===== config.mk =====
export PLATFORM = sky130hd
export DESIGN_NAME = dftfi_ram
export DESIGN_NICKNAME = d
export VERILOG_FILES = /design/src/rtl/core/dftfi_ram.sv
export SDC_FILE = /design/constraint.sdc
export NUM_CORES = 1
export LEC_CHECK = 0
export ABC_AREA = 1
export BUFFER_PORTS_ARGS = -buffer_cell sky130_fd_sc_hd__buf_2
export CAP_MARGIN = 10
export CORE_UTILIZATION = 50
export CTS_CLUSTER_DIAMETER = 30
export DETAILED_ROUTE_END_ITERATION = 7
export PLACE_DENSITY = 0.78
export REMOVE_ABC_BUFFERS = 1
export SLEW_MARGIN = 5
export SYNTH_ARGS = -nofsm -noshare
export SYNTH_HDL_FRONTEND = slang
export SYNTH_SLANG_ARGS = --single-unit

===== constraint.sdc =====
create_clock -name i_clk -period 1.4 [get_ports i_clk]
set_input_delay 0.14 -clock i_clk [delete_from_list [all_inputs] [get_ports i_clk]]
set_output_delay 0.14 -clock i_clk [all_outputs]
set_load 0.02 [all_outputs]

===== src/rtl/core/dftfi_ram.sv =====
`default_nettype none

module dftfi_ram #(
    parameter int WIDTH = 8,
    parameter int DEPTH = 16
) (
    input  wire logic                     i_clk,
    input  wire logic                     i_we,
    input  wire logic [$clog2(DEPTH)-1:0] i_waddr,
    input  wire logic [WIDTH-1:0]         i_wdata,
    input  wire logic [$clog2(DEPTH)-1:0] i_raddr,
    output logic      [WIDTH-1:0]         o_rdata
);

    logic [WIDTH-1:0] r_mem [DEPTH];
    logic [WIDTH-1:0] r_rdata;

    always_ff @(posedge i_clk) begin
        if (i_we) begin
            r_mem[i_waddr] <= i_wdata;
        end
        r_rdata <= r_mem[i_raddr];
    end

    assign o_rdata = r_rdata;

endmodule

`default_nettype wire


Word level (Yosys, flattened, before mapping)
Memories as Yosys holds them, arrays and structs flattened. A register that Yosys moved wholly into a read port is not among the register bits.
Index checks and enable logic that the tools add are counted.

word-level totals
  register bits after elaboration = 0
  bits in latches = 0
  bits in writable memories = 128
  ROM bits = 0
  input port bits = 18
  output and inout port bits = 8
  logic and storage cells = 3
  memories kept = 1

cells by class
  add/sub/neg operators = 0
  multipliers = 0
  div/mod/pow operators = 0
  magnitude comparators = 0
  eq/ne operators = 0
  shifts and indexed selects = 0
  multiplexer cells = 2
  bitwise operators = 0
  reductions and logical operators = 0

memory list
  memory  depth  width  rd ports  clocked after Yosys merged registers in  wr ports  RTL line  text
  r_mem   16     8      1         1                                        1         15        logic [WIDTH-1:0] r_mem [DEPTH];

operators with widths
  kind    number
  $mux 1  2

Logic depth before layout (Yosys ltp)
Gate-level depths: netlist of the first run.

  depth in word-level cells = 2
  depth in mapped cells = 8
  mapped depth without buffers = 7

Worst setup path before layout of the first run
Ideal clock, no wire load.

  path kind = input-to-reg
  start = input port i_waddr[2]
  end = memory r_mem[10][0] (enable)
  library setup time = 0.370 ns
  arrival time = 0.721 ns
  data required time = 1.030 ns
  setup slack = 0.309 ns
  cell stages on the path = 2
  path buffers = 0
  path through = nand3b_1 -> nor2_1

RTL lines
  element             RTL line  text
  start: declaration  9         input wire logic [$clog2(DEPTH)-1:0] i_waddr,
  end: declaration    15

Straight into the memory's write port.

Worst setup path after layout of the first run
  start = register r_rdata[4] (netlist: o_rdata[4]), read port of r_mem
  end = output port o_rdata[4]

RTL lines
  element             RTL line  text
  start: declaration  16        logic [WIDTH-1:0] r_rdata;
  end: declaration    12        output logic [WIDTH-1:0] o_rdata

No word-level cell between the ends.

==> metrics.txt, run 1 <==
status finished clean; leakage 2.94 nW; Area Growth Syn to Fin 16.2%; cell row count 38; MaxCap Viol Count 0; Fin Setup TNS 0 ns; final design utilization 60.7%; Mapped Avg Cell Area 10.5 µm²; worst endpoint data arrival time 0.94 ns; clk buf depth 2; WP buf/inv 1; final max-slew violation count 0; n_diodes 0; routed len/inst 16.8 µm; Worst path slowest cell dfxtp_1; final setup vio count 0; H-Tree Depth 4; DRT Pass-1 Iters 6; routability cong. 0.818; Initial Utilization 52.3%; crit path capture type primary output; Max rail drop VDD 874 µV; Slew Limit Headroom 75.4%; Netlist cell types 12; Via density 5.21; DRC viols 0; initial antenna violation count 0; share of the yosys chip area belonging to registers 69.4%; die area 12,000 µm²; CP max stage delay 0.35 ns; cts bufs inserted 17; io pins 26; Tot GR Track Use 23.7%; NumNets Final 613; Critical Path Start Type register; Layout fillers 823; Critical Path, Cell by Cell buf_2; DRT antenna net count 0; DR iter-0 viols 345; Worst path top cell family by delay flip-flops; Ys Warns 0; maximum number of pins on one net before global-route repair 65; min cycle time layout 1.08 ns; Worst EP required 1.26 ns; die height 109 µm; unrepaired setup endpoints after global routing false; layout cell share with drive strength beyond 1 13.3%; Die X 109 µm; CP Class register to primary output; fmax 924 MHz; Clock Latency Late Sink 0.42 ns; via count 3,898; clk root buf clkbuf_16; Pwr Density 1400 nW/µm²; Tightest Pin Transition 0.369 ns; final wirelength 12,600 µm; hold violation count in the final report 0; Hold WC Path Type input port to register; post-synthesis cell area 5770 µm²; Reg clk slew, reported paths 0.06 ns; Post-CTS Setup Inserts 0; Synth top area share 66.7%; number of global-route vias before repair 4,026; Post-DP HPWL 7510 µm; hold_buf cts 0; GRT overflow 0; Sink Count 136; CTS tree done; Seq cells post-synth 136; period utilization 77.3%; top cell type by total area after synthesis edfxtp_1; post-cts sizing count 0; global-route wire length before repair 20,300 µm; Mapped Cells 551; worst-path fanout max 1; worst clock skew 0.0179 ns; Multi-input gate area 1210 µm²; synth top area cells edfxtp_1 (67%), nand2_1 (11%), nand3_1 (8.4%); commonest non-fill, non-tap cell in the layout nand2_1; most frequent cells in the layout nand2_1 (173), edfxtp_1 (128), inv_1 (100); input/output buffers 25; core area 11,000 µm²; Reg area 4000 µm²
==> cell families after synthesis <==
kind of cell	count (synthesis)	synth area share [%]
simple gates	289	21.0
flops	136	69.4
buf+inv	126	9.52
==> routing by layer <==
| metal | vias to the layer above | part of all wire, % | track usage (%) |
|---|---|---|---|
| met5 | - | 0 | 0 |
| met2 | 152 | 51 | 40.1 |
| li1 | 1864 | - | - |
| met4 | 0 | 2.2 | 10.4 |
| met3 | 30 | 6.9 | 5.33 |
| met1 | 1852 | 40 | 29.3 |
==> flip-flops by register name, indices dropped and copies added, names as in the netlist <==
name	flops
o_rdata	8
r_mem	128
==> cell type report <==
class	count	share of cell area (%)
inverter	102	5.71
tap	140	2.61
sequential	136	59.8
clock buffer	21	7.02
multi-input combinational	289	18.1
timing repair buffer	49	5.30
clock inverter	11	1.48
==> cell usage after synthesis <==
cell,count
edfxtp_1,128
nand3b_1,2
buf_6,6
buf_2,13
buf_1,1
inv_2,2
nor2_1,17
inv_1,100
nand2_1,173
dfxtp_1,8
nand3_1,97
buf_4,4
==> power breakdown <==
group	leakage, nW	internal [mW]	switching (mW)
clock	0.277	2.58	1.63
sequential	1.22	4.55	0.0264
combinational	1.43	0.180	0.418
==> final timing paths <==
check | slack, ns | cells past startpoint | start | end
max | 0.32 | 1 | o_rdata[4] | o_rdata[4]
min | 0.08 | 3 | i_raddr[3] | o_rdata[5]
max reg2reg | 0.32 | 6 | r_mem[2][2] | o_rdata[2]
min reg2reg | 0.67 | 6 | r_mem[12][2] | o_rdata[2]
==> per-stage QoR <==
stage                     power [mW]  hold WS, ns  setup slack (ns)  instance area [µm²]  instances
after global placement          5.23        0.514             0.174                 6130        716
after global routing            9.66        0.101             0.243                 6700        748
after CTS                       9.42       0.0800             0.322                 6700        748
after detailed placement        5.25        0.508             0.150                 6130        716
final                           9.38       0.0813             0.317                 6700        748
after floorplan                 4.94        0.239             0.280                 5600        527
Power figures use the tool's default switching activity.
==> run 2: changes to the inputs <==
ABC_AREA = 0   (was 1)
clock period = 1.1 ns   (was 1.4 ns; I/O delays follow)
==> metrics.txt, run 2 <==
Commonest cells post-synth edfxtp_1 (128), mux4_2 (18), a22oi_1 (16); GRT overflow 0 (unchanged); CP Class register to register; Synth top area share 74.7% (+8.0 points); simple-gate share of the synthesized area 3.18% (-18 points); Via density 5.66 (+8.6%); io pins 26 (unchanged); Initial Utilization 52.2% (-0.098 points); min cycle time layout 1.33 ns; share of flip-flops with an asynchronous set or reset 0% (unchanged); clk root buf clkbuf_8; multiplexer area fraction after synthesis 15.0% (+15 points); die area 10,700 µm² (-11%); n_diodes 0 (unchanged); Max rail drop VDD 1030 µV (+18%); CTS tree done; Mapped Avg Cell Area 22.5 µm² (+110%); Reg clk slew, reported paths 0.06 ns (about the same); final setup vio count 8 (+8); most frequent cells in the layout edfxtp_1 (128), mux4_2 (30), buf_4 (21); compound-gate portion of the synthesized area 2.33% (+2.3 points); Sink Count 136 (unchanged); Post-CTS Setup Inserts 0 (unchanged); worst endpoint data arrival time 1.71 ns (+0.77 ns); Seq cells post-synth 136 (unchanged); worst hold slack 0.0261 ns (-0.0552 ns); DRT Pass-1 Iters 4 (-2); DRC viols 0 (unchanged); routed len/inst 23.1 µm (+37%); unrepaired setup endpoints after global routing true; leakage 2.12 nW (-28%); initial antenna violation count 0 (unchanged); Die X 103 µm (-5.4%); Worst EP required 1.48 ns (+0.22 ns); Post-DP HPWL 5970 µm (-20%); global-route wire length before repair 14,900 µm (-27%); cts bufs inserted 17 (unchanged); Setup WS pre-CTS -0.450 ns (-0.600 ns); setup ws final -0.235 ns (-0.552 ns); input/output buffers 25 (unchanged); dpl cells 401 (-44%); Post-synth EDFFs 128 (unchanged); peak-usage layer in the global routing report met2; layout cell share with drive strength beyond 1 41.0% (+28 points); post-synthesis cell area 5150 µm² (-11%); failing checks setup timing; cell row count 36 (-5.3%); via count 2,491 (-36%); Slew Limit Headroom 37.7% (-38 points); GRT met2 Usage 34.4% (-5.7 points); Critical Path Start Type register; maximum number of pins on one net before global-route repair 20 (-69%); H-Tree Depth 4 (unchanged); die height 103 µm (-5.4%); clk buf depth 2 (unchanged); adder-cell share of the synthesized area 0% (unchanged); core area 9860 µm² (-11%); Netlist cell types 19 (+7); Tightest Pin Transition 0.932 ns (+0.563 ns); Area Growth Syn to Fin 22.6%; period utilization 121%; count leader, synth edfxtp_1; DRT antenna net count 0 (unchanged); worst clock skew 0.00620 ns (-0.0117 ns); crit path capture type register; final std cells w/o fill 440 (-41%); final wirelength 10,100 µm (-19%); met1 usage 28.4% (-0.88 points); NumNets Final 312 (-49%); hold violation count in the final report 0 (unchanged); MaxCap Viol Count 0 (unchanged); Hold WC Path Type input port to register; top cell type by total area after synthesis edfxtp_1; status finished, violations left; commonest non-fill, non-tap cell in the layout edfxtp_1; most flop-heavy register r_mem; routability cong. 0.684 (-16%); Pwr Density 1950 nW/µm² (+39%); final max-slew violation count 0 (unchanged); Synth Area in XOR/XNOR 0% (unchanged); max reg flops 128 (unchanged); Synth Flop Type edfxtp_1; fmax 749 MHz; Tot GR Track Use 21.0% (-2.7 points); Mapped Cells 229 (-58%); share of the yosys chip area belonging to registers 77.8% (+8.4 points); worst-path fanout max 1 (unchanged); Ys Warns 0 (unchanged); total power draw 12.3 mW (+31%); DR iter-0 viols 151 (-56%); Fin Setup TNS -1.41 ns (-1.41 ns); Clock Latency Late Sink 0.50 ns (+0.08 ns); number of global-route vias before repair 2,487 (-38%); largest family of logic cells by synthesized area multiplexers; met3 Use GR 5.11% (-0.23 points); synth top area cells edfxtp_1 (75%), mux4_2 (7.9%), mux4_1 (7.1%)
==> run 2: worst paths after layout <==
path                 from           to  slack, ns  cells after the start
max           r_mem[2][1]   o_rdata[1]      -0.23                      3
max reg2reg   r_mem[2][1]   o_rdata[1]      -0.23                      3
min            i_wdata[4]  r_mem[5][4]       0.03                      1
min reg2reg  r_mem[15][2]   o_rdata[2]       0.69                      3
==> run 2: layer usage <==
| layer | share of wire (%) | routed length, µm | vias to the layer above |
|---|---|---|---|
| met1 | 41 | 4180 | 1282 |
| met4 | 0.56 | 57 | 0 |
| met5 | 0 | 0 | - |
| met3 | 6.8 | 688 | 7 |
| met2 | 51 | 5220 | 109 |
| li1 | - | - | 1093 |
==> run 2: kinds of logic after synthesis <==
group	after synthesis
simple gates	35
flops	136
compound gates	16
buf+inv	10
mux	32
==> run 2: report_power, final <==
part,internal (mW),switching (mW)
Sequential,5.80,0.0525
Clock,3.70,2.07
Combinational,0.315,0.361
==> run 2: layout make-up <==
class	count	area (µm²)
clock buffer	18	418
multi-input combinational	83	1050
fill	615	3560
sequential	136	4020
clock inverter	14	200
timing repair buffer	56	457
tap	133	166
==> run 2: worst max-delay path, stage by stage, from the launching register on <==
cell      delay, ns
edfxtp_1       0.41
mux4_2         0.51
a22oi_2        0.20
nand2_1        0.09
==> run 2: stage by stage <==
stage | utilization (%) | area, µm²
global route | 64.0 | 6310
CTS | 63.7 | 6280
detailed placement | 56.5 | 5570
floorplan | - | 5060
global placement | 56.5 | 5570
finish | 64.0 | 6310
==> run 2: what timing repair did <==
action	4_1_cts	5_1_grt
resized for setup	29	13
hold buffers	7	0
gates cloned	0	0
pin swaps	8	0
hold endpoints to repair	111	0
setup endpoints to repair	14	15
==> run 3: changes to the inputs <==
ABC_AREA = 1   (was 0)
CAP_MARGIN = not set   (was 10)
SETUP_SLACK_MARGIN = 0.05   (was not set)
==> metrics.txt, run 3 (synthesis gave the netlist of run 1 again) <==
io pins 26 (unchanged); die area 12,000 µm² (+12%); Worst EP required 1.41 ns (-0.07 ns); core area 11,000 µm² (+12%); Clock Latency Late Sink 0.42 ns (-0.08 ns); global-route wire length before repair 20,100 µm (+35%); NumNets Final 613 (+96%); Logic pwr share 6.5% (+1.0 points); worst clock skew 0.0120 ns (+0.00576 ns); Via density 5.30 (-6.3%); start of the worst register-to-register path r_mem[1][1]; Post-CTS Setup Inserts 0 (unchanged); via count 3,966 (+59%); Critical Path, Cell by Cell inv_1 -> nand2_1 -> nand3_1 -> nand3_1 -> nand3_2 -> nand2_1; Die X 109 µm (+5.7%); maximum number of pins on one net before global-route repair 65 (+230%); unrepaired setup endpoints after global routing true; GRT overflow 0 (unchanged); Area Growth Syn to Fin 16.5%; switching pwr 2.74 mW (+10%); Critical Path Start Type register; DR iter-0 viols 323 (+110%); R2R cell count 6 (+3); Tightest Pin Transition 0.367 ns (-0.565 ns); status finished clean; layout cell share with drive strength beyond 1 14.3% (-27 points); routed len/inst 16.8 µm (-27%); worst endpoint data arrival time 1.32 ns (-0.39 ns); crit path capture type register; clk root buf clkbuf_16; share of power burned in registers 49.0% (+1.4 points); Worst path slowest cell edfxtp_1; n_diodes 0 (unchanged); input/output buffers 25 (unchanged); H-Tree Depth 4 (unchanged); Clock power frac 44.5% (-2.4 points); Worst path top cell family by delay simple AND/OR/NAND/NOR gates; end of the worst register-to-register path o_rdata[1]; max reg flops 128 (unchanged); CTS tree done; worst setup path start r_mem[1][1]; Worst Setup EP o_rdata[1]; hold violation count in the final report 0 (unchanged); final wirelength 12,600 µm (+24%); Fin Setup TNS 0 ns (+1.41 ns); switching share of power 23.1% (+2.9 points); final max-slew violation count 0 (unchanged); final setup vio count 0 (-8); DRT Pass-1 Iters 5 (+1); Pwr Density 1770 nW/µm² (-9.2%); total power draw 11.9 mW (-3.3%); DRT antenna net count 0 (unchanged); period utilization 92.0% (-29 points); worst-path fanout max 1 (unchanged); Slew Limit Headroom 75.5% (+38 points); Int Power 9.15 mW (-6.7%); commonest non-fill, non-tap cell in the layout nand2_1; Initial Utilization 52.3% (+0.098 points); WP buf/inv 1 (+1); R2R setup slack 0.09 ns (+0.32 ns); cts bufs inserted 17 (unchanged); cell row count 38 (+5.6%); min cycle time layout 1.01 ns (-0.322 ns); initial antenna violation count 0 (unchanged); Max rail drop VDD 884 µV (-14%); fmax 988 MHz (+32%); CP Class register to register; leakage 2.93 nW (+38%); Crit path depth 6 (+3); most frequent cells in the layout nand2_1 (173), edfxtp_1 (128), inv_1 (100); Reg clk slew, reported paths 0.06 ns (about the same); CP max stage delay 0.35 ns (-0.16 ns); MaxCap Viol Count 0 (unchanged); Hold WC Path Type input port to register; die height 109 µm (+5.7%); clk buf depth 2 (unchanged); number of global-route vias before repair 3,805 (+53%); Tot GR Track Use 23.6% (+2.5 points); DRC viols 0 (unchanged); Sink Count 136 (unchanged); Post-DP HPWL 7750 µm (+30%); most flop-heavy register r_mem; routability cong. 0.842 (+23%)
-- run 3: changes by cell type in the layout (fill, tap and decap cells not counted), moves of 8 or more --
cell     delta
a22oi_1     -8
a22oi_2     -8
inv_1     +100
mux4_2     -30
nand2_1   +164
nand3_1    +91
-- run 3: cell type report --
class	instances	area [µm²]
fillers	850	4310
clock buffers	19	433
multi-input cells	289	1240
flip-flops and latches	136	4010
clock inverters	13	125
well taps	140	175
inverters	102	383
repair buffers	49	358
-- run 3: routing by layer --
metal | track usage (%) | routed length (µm) | vias to the layer above | share of wire, %
met4 | 11.3 | 437 | 0 | 3.5
li1 | - | - | 1863 | -
met3 | 5.28 | 998 | 37 | 7.9
met2 | 38.1 | 6270 | 199 | 50
met1 | 30.2 | 4850 | 1867 | 39
met5 | 0 | 0 | - | 0
-- run 3: stage by stage --
step	instance area (µm²)	hold WS, ns	std cells	utilization [%]	setup WS [ns]
2_1_floorplan	5600	0.209	527	-	0.00952
3_3_place_gp	6130	0.483	716	55.6	-0.0516
3_5_place_dp	6130	0.483	716	55.6	-0.0836
4_1_cts	6690	0.0575	748	60.7	0.0591
5_1_grt	6720	0.0769	748	60.9	0.0295
6_report	6720	0.0619	748	60.9	0.0876
-- run 3: what timing repair did --
item,CTS,global route
pin swaps,0,0
hold buffers,0,0
gates resized for setup,1,6
endpoints found under the setup margin,1,6
-- run 3: worst register-to-register path, delay by kind of cell, from the launching register on --
family                 cells  cell delay (ns)
buffers and inverters      1             0.07
and+or+nand+nor            5             0.48
DFF                        1             0.35
-- run 3: worst min path at each step --
stage	startpoint	end	slack, ns	depth (start not counted)
CTS	i_raddr[3]	o_rdata[2]	0.06	3
finish	i_raddr[3]	o_rdata[7]	0.06	3
detailed placement	i_raddr[3]	o_rdata[2]	0.48	3
global placement	i_raddr[3]	o_rdata[2]	0.48	3
global route	i_raddr[3]	o_rdata[5]	0.08	3
floorplan	i_wdata[0]	r_mem[0][0]	0.21	0
-- run 3: power by group through the flow --
stage               sequential [mW]  clock, mW  combinational, mW
finish                         5.83       5.30              0.772
global route                   5.83       5.59              0.849
CTS                            5.83       5.33              0.766
detailed placement             5.93          0              0.755
global placement               5.93          0              0.732
floorplan                      5.97          0              0.313
