==> src/rtl/core/dftfi_pkg.sv <==
`default_nettype none

package dftfi_pkg;

    localparam int POINTS      = 64;
    localparam int TW_BITS     = 16;
    localparam int LOG2_POINTS = $clog2(POINTS);
    localparam int TW_FRAC     = TW_BITS - 1;

    localparam int SAMPLE_W = 24;
    localparam int BIN_W    = 32;
    localparam int INDEX_W  = 6;
    localparam int PROD_W   = SAMPLE_W + TW_BITS;
    localparam int TERM_W   = PROD_W + 1;
    localparam int ACC_W    = TERM_W + LOG2_POINTS;

    localparam int SHIFT_FWD = TW_FRAC;
    localparam int SHIFT_INV = TW_FRAC + LOG2_POINTS;

    localparam int S_TDATA_W = 2 * SAMPLE_W;
    localparam int M_TDATA_W = ((2 * BIN_W + INDEX_W + 7) / 8) * 8;

    localparam logic [63:0] Q30_ONE     = 64'd1 << 30;
    localparam logic [63:0] HALF_PI_Q30 = 64'd1686629713;

    typedef logic signed [SAMPLE_W-1:0] t_sample;
    typedef logic signed [TW_BITS-1:0]  t_tw;
    typedef logic signed [PROD_W-1:0]   t_prod;
    typedef logic signed [TERM_W-1:0]   t_term;
    typedef logic signed [ACC_W-1:0]    t_acc;
    typedef logic signed [BIN_W-1:0]    t_bin;
    typedef logic [LOG2_POINTS-1:0]     t_pidx;
    typedef t_tw                        t_tw_table [POINTS];

    localparam t_acc ACC_MAX = ACC_W'(32'sh7FFF_FFFF);
    localparam t_acc ACC_MIN = ~ACC_MAX;

    typedef enum logic [1:0] {
        ST_LOAD,
        ST_RUN,
        ST_FLUSH,
        ST_EMIT
    } t_state;

    typedef struct packed {
        logic  issue;
        logic  clear;
        logic  inverse;
        t_pidx phase;
    } t_mac_ctl;

    typedef struct packed {
        logic busy;
        t_bin res_re;
        t_bin res_im;
    } t_mac_sts;

    function automatic logic [63:0] qmul(input logic [63:0] a, input logic [63:0] b);
        return (a * b + (64'd1 << 29)) >> 30;
    endfunction

    function automatic logic [63:0] horner_term(input logic [63:0] t2,
                                                input logic [63:0] acc,
                                                input int sel);
        logic [63:0] q;
        logic [63:0] r;
        q = qmul(t2, acc);
        case (sel)
            0:       r = (q + 64'd78) / 156;
            1:       r = (q + 64'd55) / 110;
            2:       r = (q + 64'd36) / 72;
            3:       r = (q + 64'd21) / 42;
            4:       r = (q + 64'd10) / 20;
            5:       r = (q + 64'd3) / 6;
            6:       r = (q + 64'd91) / 182;
            7:       r = (q + 64'd66) / 132;
            8:       r = (q + 64'd45) / 90;
            9:       r = (q + 64'd28) / 56;
            10:      r = (q + 64'd15) / 30;
            11:      r = (q + 64'd6) / 12;
            12:      r = (q + 64'd1) / 2;
            default: r = q;
        endcase
        return (r >= Q30_ONE) ? 64'd0 : Q30_ONE - r;
    endfunction

    function automatic logic [63:0] to_rom(input logic [63:0] v);
        logic [63:0] r;
        logic [63:0] top;
        r   = (v + (64'd1 << (29 - TW_FRAC))) >> (30 - TW_FRAC);
        top = (64'd1 << TW_FRAC) - 64'd1;
        return (r > top) ? top : r;
    endfunction

    function automatic t_tw_table build_twiddle(input logic want_sin);
        t_tw_table   tab;
        logic [63:0] stepv;
        logic [63:0] f;
        logic [63:0] r;
        logic [63:0] t;
        logic [63:0] t2;
        logic [63:0] acc;
        logic [63:0] s;
        logic [63:0] c;
        t_tw         sv;
        t_tw         cv;
        t_tw         tc;
        t_tw         ts;
        stepv = 64'd1 << (32 - LOG2_POINTS);
        for (int m = 0; m < POINTS; m++) begin
            f   = (64'(m) * stepv) & 64'hFFFF_FFFF;
            r   = f & (Q30_ONE - 64'd1);
            t   = (r * HALF_PI_Q30 + (64'd1 << 29)) >> 30;
            t2  = qmul(t, t);
            acc = Q30_ONE;
            for (int i = 0; i < 6; i++) begin
                acc = horner_term(t2, acc, i);
            end
            s   = to_rom(qmul(t, acc));
            acc = Q30_ONE;
            for (int i = 0; i < 7; i++) begin
                acc = horner_term(t2, acc, 6 + i);
            end
            c  = to_rom(acc);
            sv = TW_BITS'(s);
            cv = TW_BITS'(c);
            case (f[31:30])
                2'd0: begin
                    tc = cv;
                    ts = sv;
                end
                2'd1: begin
                    tc = -sv;
                    ts = cv;
                end
                2'd2: begin
                    tc = -cv;
                    ts = -sv;
                end
                default: begin
                    tc = sv;
                    ts = -cv;
                end
            endcase
            tab[m] = want_sin ? ts : tc;
        end
        return tab;
    endfunction

    localparam t_tw_table TW_COS = build_twiddle(1'b0);
    localparam t_tw_table TW_SIN = build_twiddle(1'b1);

    function automatic logic [INDEX_W-1:0] bin_idx(input t_pidx k);
        logic [31:0] w;
        w = 32'(k);
        return w[INDEX_W-1:0];
    endfunction

    function automatic t_bin sat_acc(input t_acc v);
        if (v > ACC_MAX) begin
            return t_bin'(ACC_MAX);
        end else if (v < ACC_MIN) begin
            return t_bin'(ACC_MIN);
        end
        return t_bin'(v);
    endfunction

endpackage

`default_nettype wire

==> src/rtl/core/dftfi_ctrl.sv <==
`default_nettype none

module dftfi_ctrl (
    input  wire logic                            i_clk,
    input  wire logic                            i_rst_n,
    input  wire logic                            i_cfg_we,
    input  wire logic                            i_cfg_wdata,
    input  wire logic                            i_s_valid,
    output logic                                 o_s_ready,
    input  wire logic                            i_m_ready,
    output logic                                 o_m_valid,
    output dftfi_pkg::t_bin                      o_bin_re,
    output dftfi_pkg::t_bin                      o_bin_im,
    output logic [dftfi_pkg::INDEX_W-1:0]        o_bin_index,
    output logic                                 o_bin_last,
    output logic                                 o_ram_we,
    output dftfi_pkg::t_pidx                     o_ram_waddr,
    output dftfi_pkg::t_pidx                     o_ram_raddr,
    output dftfi_pkg::t_mac_ctl                  o_mac_ctl,
    input  wire dftfi_pkg::t_mac_sts             i_mac_sts
);

    dftfi_pkg::t_state r_state;
    dftfi_pkg::t_state n_state;

    logic              r_inverse;
    dftfi_pkg::t_pidx  r_load_cnt;
    dftfi_pkg::t_pidx  r_n;
    dftfi_pkg::t_pidx  r_k;
    dftfi_pkg::t_pidx  r_phase;
    logic              r_out_valid;
    dftfi_pkg::t_pidx  n_load_cnt;
    dftfi_pkg::t_pidx  n_n;
    dftfi_pkg::t_pidx  n_k;
    dftfi_pkg::t_pidx  n_phase;
    logic              n_out_valid;

    dftfi_pkg::t_bin              r_out_re;
    dftfi_pkg::t_bin              r_out_im;
    logic [dftfi_pkg::INDEX_W-1:0] r_out_idx;
    logic                         r_out_last;

    logic accept;
    logic load_done;
    logic n_last;
    logic k_last;
    logic take;
    logic out_load;

    assign accept    = i_s_valid && (r_state == dftfi_pkg::ST_LOAD);
    assign load_done = accept && (r_load_cnt == dftfi_pkg::t_pidx'(dftfi_pkg::POINTS - 1));
    assign n_last    = (r_n == dftfi_pkg::t_pidx'(dftfi_pkg::POINTS - 1));
    assign k_last    = (r_k == dftfi_pkg::t_pidx'(dftfi_pkg::POINTS - 1));
    assign take      = !r_out_valid || i_m_ready;

    always_comb begin
        n_state = r_state;
        unique case (r_state)
            dftfi_pkg::ST_LOAD: begin
                if (load_done) begin
                    n_state = dftfi_pkg::ST_RUN;
                end
            end
            dftfi_pkg::ST_RUN: begin
                if (n_last) begin
                    n_state = dftfi_pkg::ST_FLUSH;
                end
            end
            dftfi_pkg::ST_FLUSH: begin
                if (!i_mac_sts.busy) begin
                    n_state = dftfi_pkg::ST_EMIT;
                end
            end
            dftfi_pkg::ST_EMIT: begin
                if (take) begin
                    n_state = k_last ? dftfi_pkg::ST_LOAD : dftfi_pkg::ST_RUN;
                end
            end
            default: n_state = dftfi_pkg::ST_LOAD;
        endcase
    end

    always_comb begin
        o_s_ready         = (r_state == dftfi_pkg::ST_LOAD);
        out_load          = (r_state == dftfi_pkg::ST_EMIT) && take;
        o_mac_ctl.issue   = (r_state == dftfi_pkg::ST_RUN);
        o_mac_ctl.clear   = load_done || (out_load && !k_last);
        o_mac_ctl.inverse = r_inverse;
        o_mac_ctl.phase   = r_phase;
        o_ram_we          = accept;
        o_ram_waddr       = r_load_cnt;
        o_ram_raddr       = r_n;
    end

    always_comb begin
        n_load_cnt  = accept ? r_load_cnt + 1'b1 : r_load_cnt;
        n_n         = r_n;
        n_k         = r_k;
        n_phase     = r_phase;
        n_out_valid = r_out_valid && !i_m_ready;
        if (load_done) begin
            n_n     = '0;
            n_k     = '0;
            n_phase = '0;
        end
        if (r_state == dftfi_pkg::ST_RUN) begin
            n_n     = r_n + 1'b1;
            n_phase = r_phase + r_k;
        end
        if (out_load) begin
            n_out_valid = 1'b1;
            n_n         = '0;
            n_phase     = '0;
            n_k         = r_k + 1'b1;
        end
    end

    always_ff @(posedge i_clk) begin
        if (!i_rst_n) begin
            r_state     <= dftfi_pkg::ST_LOAD;
            r_inverse   <= 1'b0;
            r_load_cnt  <= '0;
            r_n         <= '0;
            r_k         <= '0;
            r_phase     <= '0;
            r_out_valid <= 1'b0;
        end else begin
            r_state     <= n_state;
            r_load_cnt  <= n_load_cnt;
            r_n         <= n_n;
            r_k         <= n_k;
            r_phase     <= n_phase;
            r_out_valid <= n_out_valid;
            if (i_cfg_we) begin
                r_inverse <= i_cfg_wdata;
            end
        end
    end

    always_ff @(posedge i_clk) begin
        if (out_load) begin
            r_out_re   <= i_mac_sts.res_re;
            r_out_im   <= i_mac_sts.res_im;
            r_out_idx  <= dftfi_pkg::bin_idx(r_k);
            r_out_last <= k_last;
        end
    end

    assign o_m_valid   = r_out_valid;
    assign o_bin_re    = r_out_re;
    assign o_bin_im    = r_out_im;
    assign o_bin_index = r_out_idx;
    assign o_bin_last  = r_out_last;

endmodule

`default_nettype wire

==> config.mk <==
export PLATFORM = sky130hd
export DESIGN_NAME = dftfi_ctrl
export DESIGN_NICKNAME = d
export VERILOG_FILES = /design/src/rtl/core/dftfi_pkg.sv /design/src/rtl/core/dftfi_ctrl.sv
export SDC_FILE = /design/constraint.sdc
export NUM_CORES = 1
export LEC_CHECK = 0
export BUFFER_PORTS_ARGS = -buffer_cell sky130_fd_sc_hd__buf_2
export CAP_MARGIN = 20
export CELL_PAD_IN_SITES_DETAIL_PLACEMENT = 0
export CELL_PAD_IN_SITES_GLOBAL_PLACEMENT = 2
export CORE_AREA = 2 2 113 115
export CTS_BUF_LIST = sky130_fd_sc_hd__clkbuf_4 sky130_fd_sc_hd__clkbuf_8
export DETAILED_ROUTE_END_ITERATION = 7
export DIE_AREA = 0 0 115 117
export PLACE_DENSITY = 0.78
export SYNTH_ARGS = -nofsm -noshare
export SYNTH_HDL_FRONTEND = slang
export SYNTH_SLANG_ARGS = --single-unit
==> constraint.sdc <==
create_clock -name i_clk -period 3.2 [get_ports i_clk]
set_input_delay 0.32 -clock i_clk [delete_from_list [all_inputs] [get_ports i_clk]]
set_output_delay 0.32 -clock i_clk [all_outputs]
set_load 0.03 [all_outputs]
# Word-level counts from Yosys, hierarchy flattened
# Index checks and enable logic that the tools add are counted.
[totals] input_bits=71 output_inout_bits=95 register_bits=99
[op_classes] n_addsub=4 muxes=11 reduce_logical=15 n_eq_ne=10 n_bitwise=1
[op_table] operator="6-bit two-way mux" n=4
[op_table] operator="6-bit by 1-bit adder with 6-bit output, second input constant" n=3
[op_table] operator="6-bit equality test, second input constant" n=3
[op_table] operator="2-bit two-way mux" n=4
[op_table] operator="2-bit one-hot mux with 4 select lines" n=1
[op_table] operator="6-bit adder" n=1
[op_table] operator="1-bit logical AND" n=5
[op_table] operator="2-bit equality test, second input constant" n=2
[op_table] operator="2-bit by 1-bit inequality test with 1-bit output, second input constant" n=2
[op_table] operator="2-bit inequality test, second input constant" n=2
[op_table] operator="4-bit AND reduction" n=1
[op_table] operator="2-bit nonzero test" n=2
[op_table] operator="1-bit logical NOT" n=3
[op_table] operator="2-bit by 1-bit equality test with 1-bit output, second input constant" n=1
[op_table] operator="2-bit logical NOT" n=1
[op_table] operator="1-bit logical OR" n=2
[op_table] operator="1-bit two-way mux" n=2
[op_table] operator="2-bit OR reduction" n=1
[op_table] operator="1-bit NOT" n=1

# Logic depth before layout (Yosys ltp)
[logic_depth] depth_word=5 mapped_depth=8

# Least setup slack after synthesis
# No wires, ideal clock.
[synth_timing] path_type="register to register" start="reg r_out_valid, in the netlist o_m_valid" end="reg r_k[5]" stages_incl_launch_ff=7 setup_ns=0.077 period_less_slack_ns=2.863 t_required_ns=3.123 t_arrival_ns=2.786 n_path_buf=1 path_slack_ns=0.337 path_cell_list="dfxtp_1 > nor2b_1 > nand2b_1 > buf_2 > inv_1 > o21ai_0 > a31oi_1"
[synth_via] elab_chain_len=4
[synth_lines] element="from (decl)" line_no="dftfi_ctrl.sv:31" source="logic r_out_valid;"
[synth_lines] element="from (signal assigned)" line_no="dftfi_ctrl.sv:133" source="r_out_valid <= n_out_valid;"
[synth_lines] element="1-bit logical NOT (*)" line_no="dftfi_ctrl.sv:54" source="assign take = !r_out_valid || i_m_ready;"
[synth_lines] element="1-bit logical OR (*)" line_no="dftfi_ctrl.sv:54"
[synth_lines] element="1-bit logical AND (*)" line_no="dftfi_ctrl.sv:85" source="out_load = (r_state == dftfi_pkg::ST_EMIT) && take;"
[synth_lines] element="named net out_load" line_no="dftfi_ctrl.sv:48" source="logic out_load;"
[synth_lines] element="6-bit two-way mux or 2-bit nonzero test (tied branches)"
[synth_lines] element="to (signal assigned)" line_no="dftfi_ctrl.sv:131" source="r_k <= n_k;"
[synth_lines] element="to (decl)" line_no="dftfi_ctrl.sv:29" source="dftfi_pkg::t_pidx r_k;"
# Mark *: on every way through the listed nets, which the timed path passes. The rest lies on a longest branch.
# A chain may end at the register's enable or synchronous reset.

==> flow_summary.json <==
{
  "outcome": "complete, no violations",
  "synth_edf_count": 71,
  "rows": 41,
  "clk_latency_ns": 0.37,
  "synth_most_common_cell": "edfxtp_1",
  "maxSlewViolCount": 0,
  "synth_fp_nets": 332,
  "start_util_pct": 30.0,
  "syn_inst": 248,
  "place_worst_setup_slack_ns": 1.15,
  "die_w_um": 115,
  "grt_pass1_vias": 2355,
  "layout.nets": 502,
  "power_density_nw_per_um2": 463,
  "min_period_ns": 2.18,
  "syn_area_um2": 3700,
  "maxSlewHeadroom_pct": 47.0,
  "power.total_mw": 2.27,
  "synth_cell_types": 44,
  "dieArea_um2": 13500,
  "cts.sinks": 99,
  "portBuffers": 165,
  "hold_path_class": "primary input to register",
  "cts_tree": "done",
  "cts_root_buffer": "clkbuf_8",
  "routed_wl_um": 9000,
  "pin_count": 166,
  "ys_ff_latch": 99,
  "maxCapViolCount": 0,
  "crit_arrival_ns": 1.86,
  "die_h_um": 117,
  "postCtsHoldBufs": 0,
  "postCtsSetupBuffers": 0,
  "avgSynthCellArea_um2": 14.9,
  "synth_commonest_cells": "edfxtp_1 (71), dfxtp_1 (28), nor2_1 (24)",
  "fmax_ghz": 0.459,
  "finalSetupViolations": 0,
  "antenna_found_initial": 0,
  "gp_congestion": 0.770,
  "grt_pass1_wl_um": 12600,
  "rsz0062_at_grt": "no",
  "critPathTopFamily": "simple AND/OR/NAND/NOR gates",
  "hold_viol_final": 0,
  "core_area_um2": 12300,
  "async_flop_share_pct": 0,
  "stdcell_count": 573,
  "reg2reg_depth": 5,
  "path_depth": 6,
  "path_cells": "inv_1, ha_1, and3_4, nand4_4, o21ai_0, buf_2",
  "dp_hpwl_um": 6820,
  "startpoint_type": "register",
  "yosysWarningCount": 0,
  "synth_top_flop_cell": "edfxtp_1",
  "grt_max_degree": 44,
  "htree_levels": 3,
  "rrSetupSlack_ns": 1.14,
  "drive_above_1_share_pct": 45.9,
  "tightest_slew_ns": 0.795,
  "max_stage_delay_ns": 0.35,
  "drt_pass1_iterations": 4,
  "fin_worst_skew_ns": 0.00919,
  "drtAntennaViolNets": 0,
  "critPathRequiredTime_ns": 2.88,
  "vias": 2622,
  "cts-buffers-inserted": 9,
  "grt.overflow.total": 0,
  "criticalPathCategory": "register to primary output",
  "hold-path-cell-count": 1,
  "viasPerCell": 4.58,
  "max-clock-path-buffers": 2,
  "worstPathMaxFanout": 8,
  "ir_drop_mv": 0.190,
  "wl_per_cell_um": 15.7,
  "p_leak_nw": 2.08,
  "postLayoutCellArea_um2": 4900,
  "finalCritPeriodShare_pct": 68.1,
  "yosys.area.top_type": "edfxtp_1",
  "numPlacedInstances": 557,
  "area_growth_pct": 32.6,
  "drtIter0Drc": 208,
  "nFillCells": 1198,
  "ys_top_cells_by_area": "edfxtp_1 (58%), dfxtp_1 (15%), ha_1 (4.1%)",
  "post-route-drc-count": 0,
  "grt_usage_pct": 12.7,
  "cts.clk_slew.worst_paths_ns": 0.10,
  "placed_area_um2": 4700,
  "timing.critical_path.to_type": "primary output",
  "synth_top_area_share_pct": 57.7,
  "finalWorstSetupSlack_ns": 1.02,
  "n_antenna_cell": 0,
  "cpMaxStageDelayCell": "dfxtp_1",
  "post_cts_resized": 0,
  "path_buf_inv": 2,
  "tns_ns": 0,
  "ys_seq_area_share_pct": 72.9
}
[where the power goes]
group | total (mW) | leakage (nW) | internal, mW | switching [mW]
Combinational | 0.0697 | 1.09 | 0.0377 | 0.0321
Sequential | 1.37 | 0.882 | 1.37 | 0.00351
Clock | 0.823 | 0.107 | 0.375 | 0.447
Total | 2.27 | 2.08 | 1.78 | 0.483
[state kept, by name (all words and copies together) (netlist names), 2 cells and up]
register	count
o_bin_im	32
o_bin_re	32
o_bin_index	6
o_ram_raddr	6
o_ram_waddr	6
r_k	6
r_phase	6
r_state	2
[placed cells by master (no fill, tap or decap), types with 4 or more instances in the layout]
master    instances
a31oi_1           4
mux2i_1           4
dfxtp_1          28
a22oi_1           5
ha_1             12
edfxtp_1         71
nor2_1           24
o21ai_0           8
nand2_1          11
nand3_1           7
a311oi_1          4
xor2_1            4
inv_1             6
clkbuf_8          9
a21oi_1           9
buf_2           165
[final cells by class]
type / instances / area (µm²) / share of cell area, %
tap: 150 / 188 / 3.83
multi-input combinational: 134 / 937 / 19.1
clock inverter: 7 / 81.3 / 1.66
sequential: 99 / 2690 / 54.9
clock buffer: 9 / 124 / 2.53
timing repair buffer: 167 / 853 / 17.4
inverter: 7 / 26.3 / 0.536
[path summary, 6_finish.rpt]
check	start	to
min reg2reg	r_inverse	r_inverse
min	i_mac_sts[11]	o_bin_im[11]
max	r_state[1]	o_mac_ctl[7]
max reg2reg	r_state[0]	o_bin_im[21]
[metrics by stage]
stage,util (%),hold slack [ns]
2_1_floorplan,-,0.419
3_3_place_gp,38.2,0.475
3_5_place_dp,38.2,0.484
4_1_cts,39.8,0.0898
5_1_grt,39.8,0.0886
6_report,39.8,0.119
[routing by layer]
layer,wire [µm],track usage [%]
met1,3840,15.3
met5,5,0
met3,890,4.02
met2,4040,20.5
met4,212,6.91
[logic make-up after synthesis]
kind of cell             count (synthesis)  share of synthesized area [%]
XOR/XNOR                                 7                           1.66
AO/OA/AOI/OAI                           44                           8.36
multiplexers                             5                           1.49
adder cells (fa/ha/maj)                 13                           4.60
buffers and inverters                   15                           1.79
flip-flops                              99                           72.9
AND/OR/NAND/NOR                         65                           9.24
Note: power is estimated with default switching activity, not from simulation.
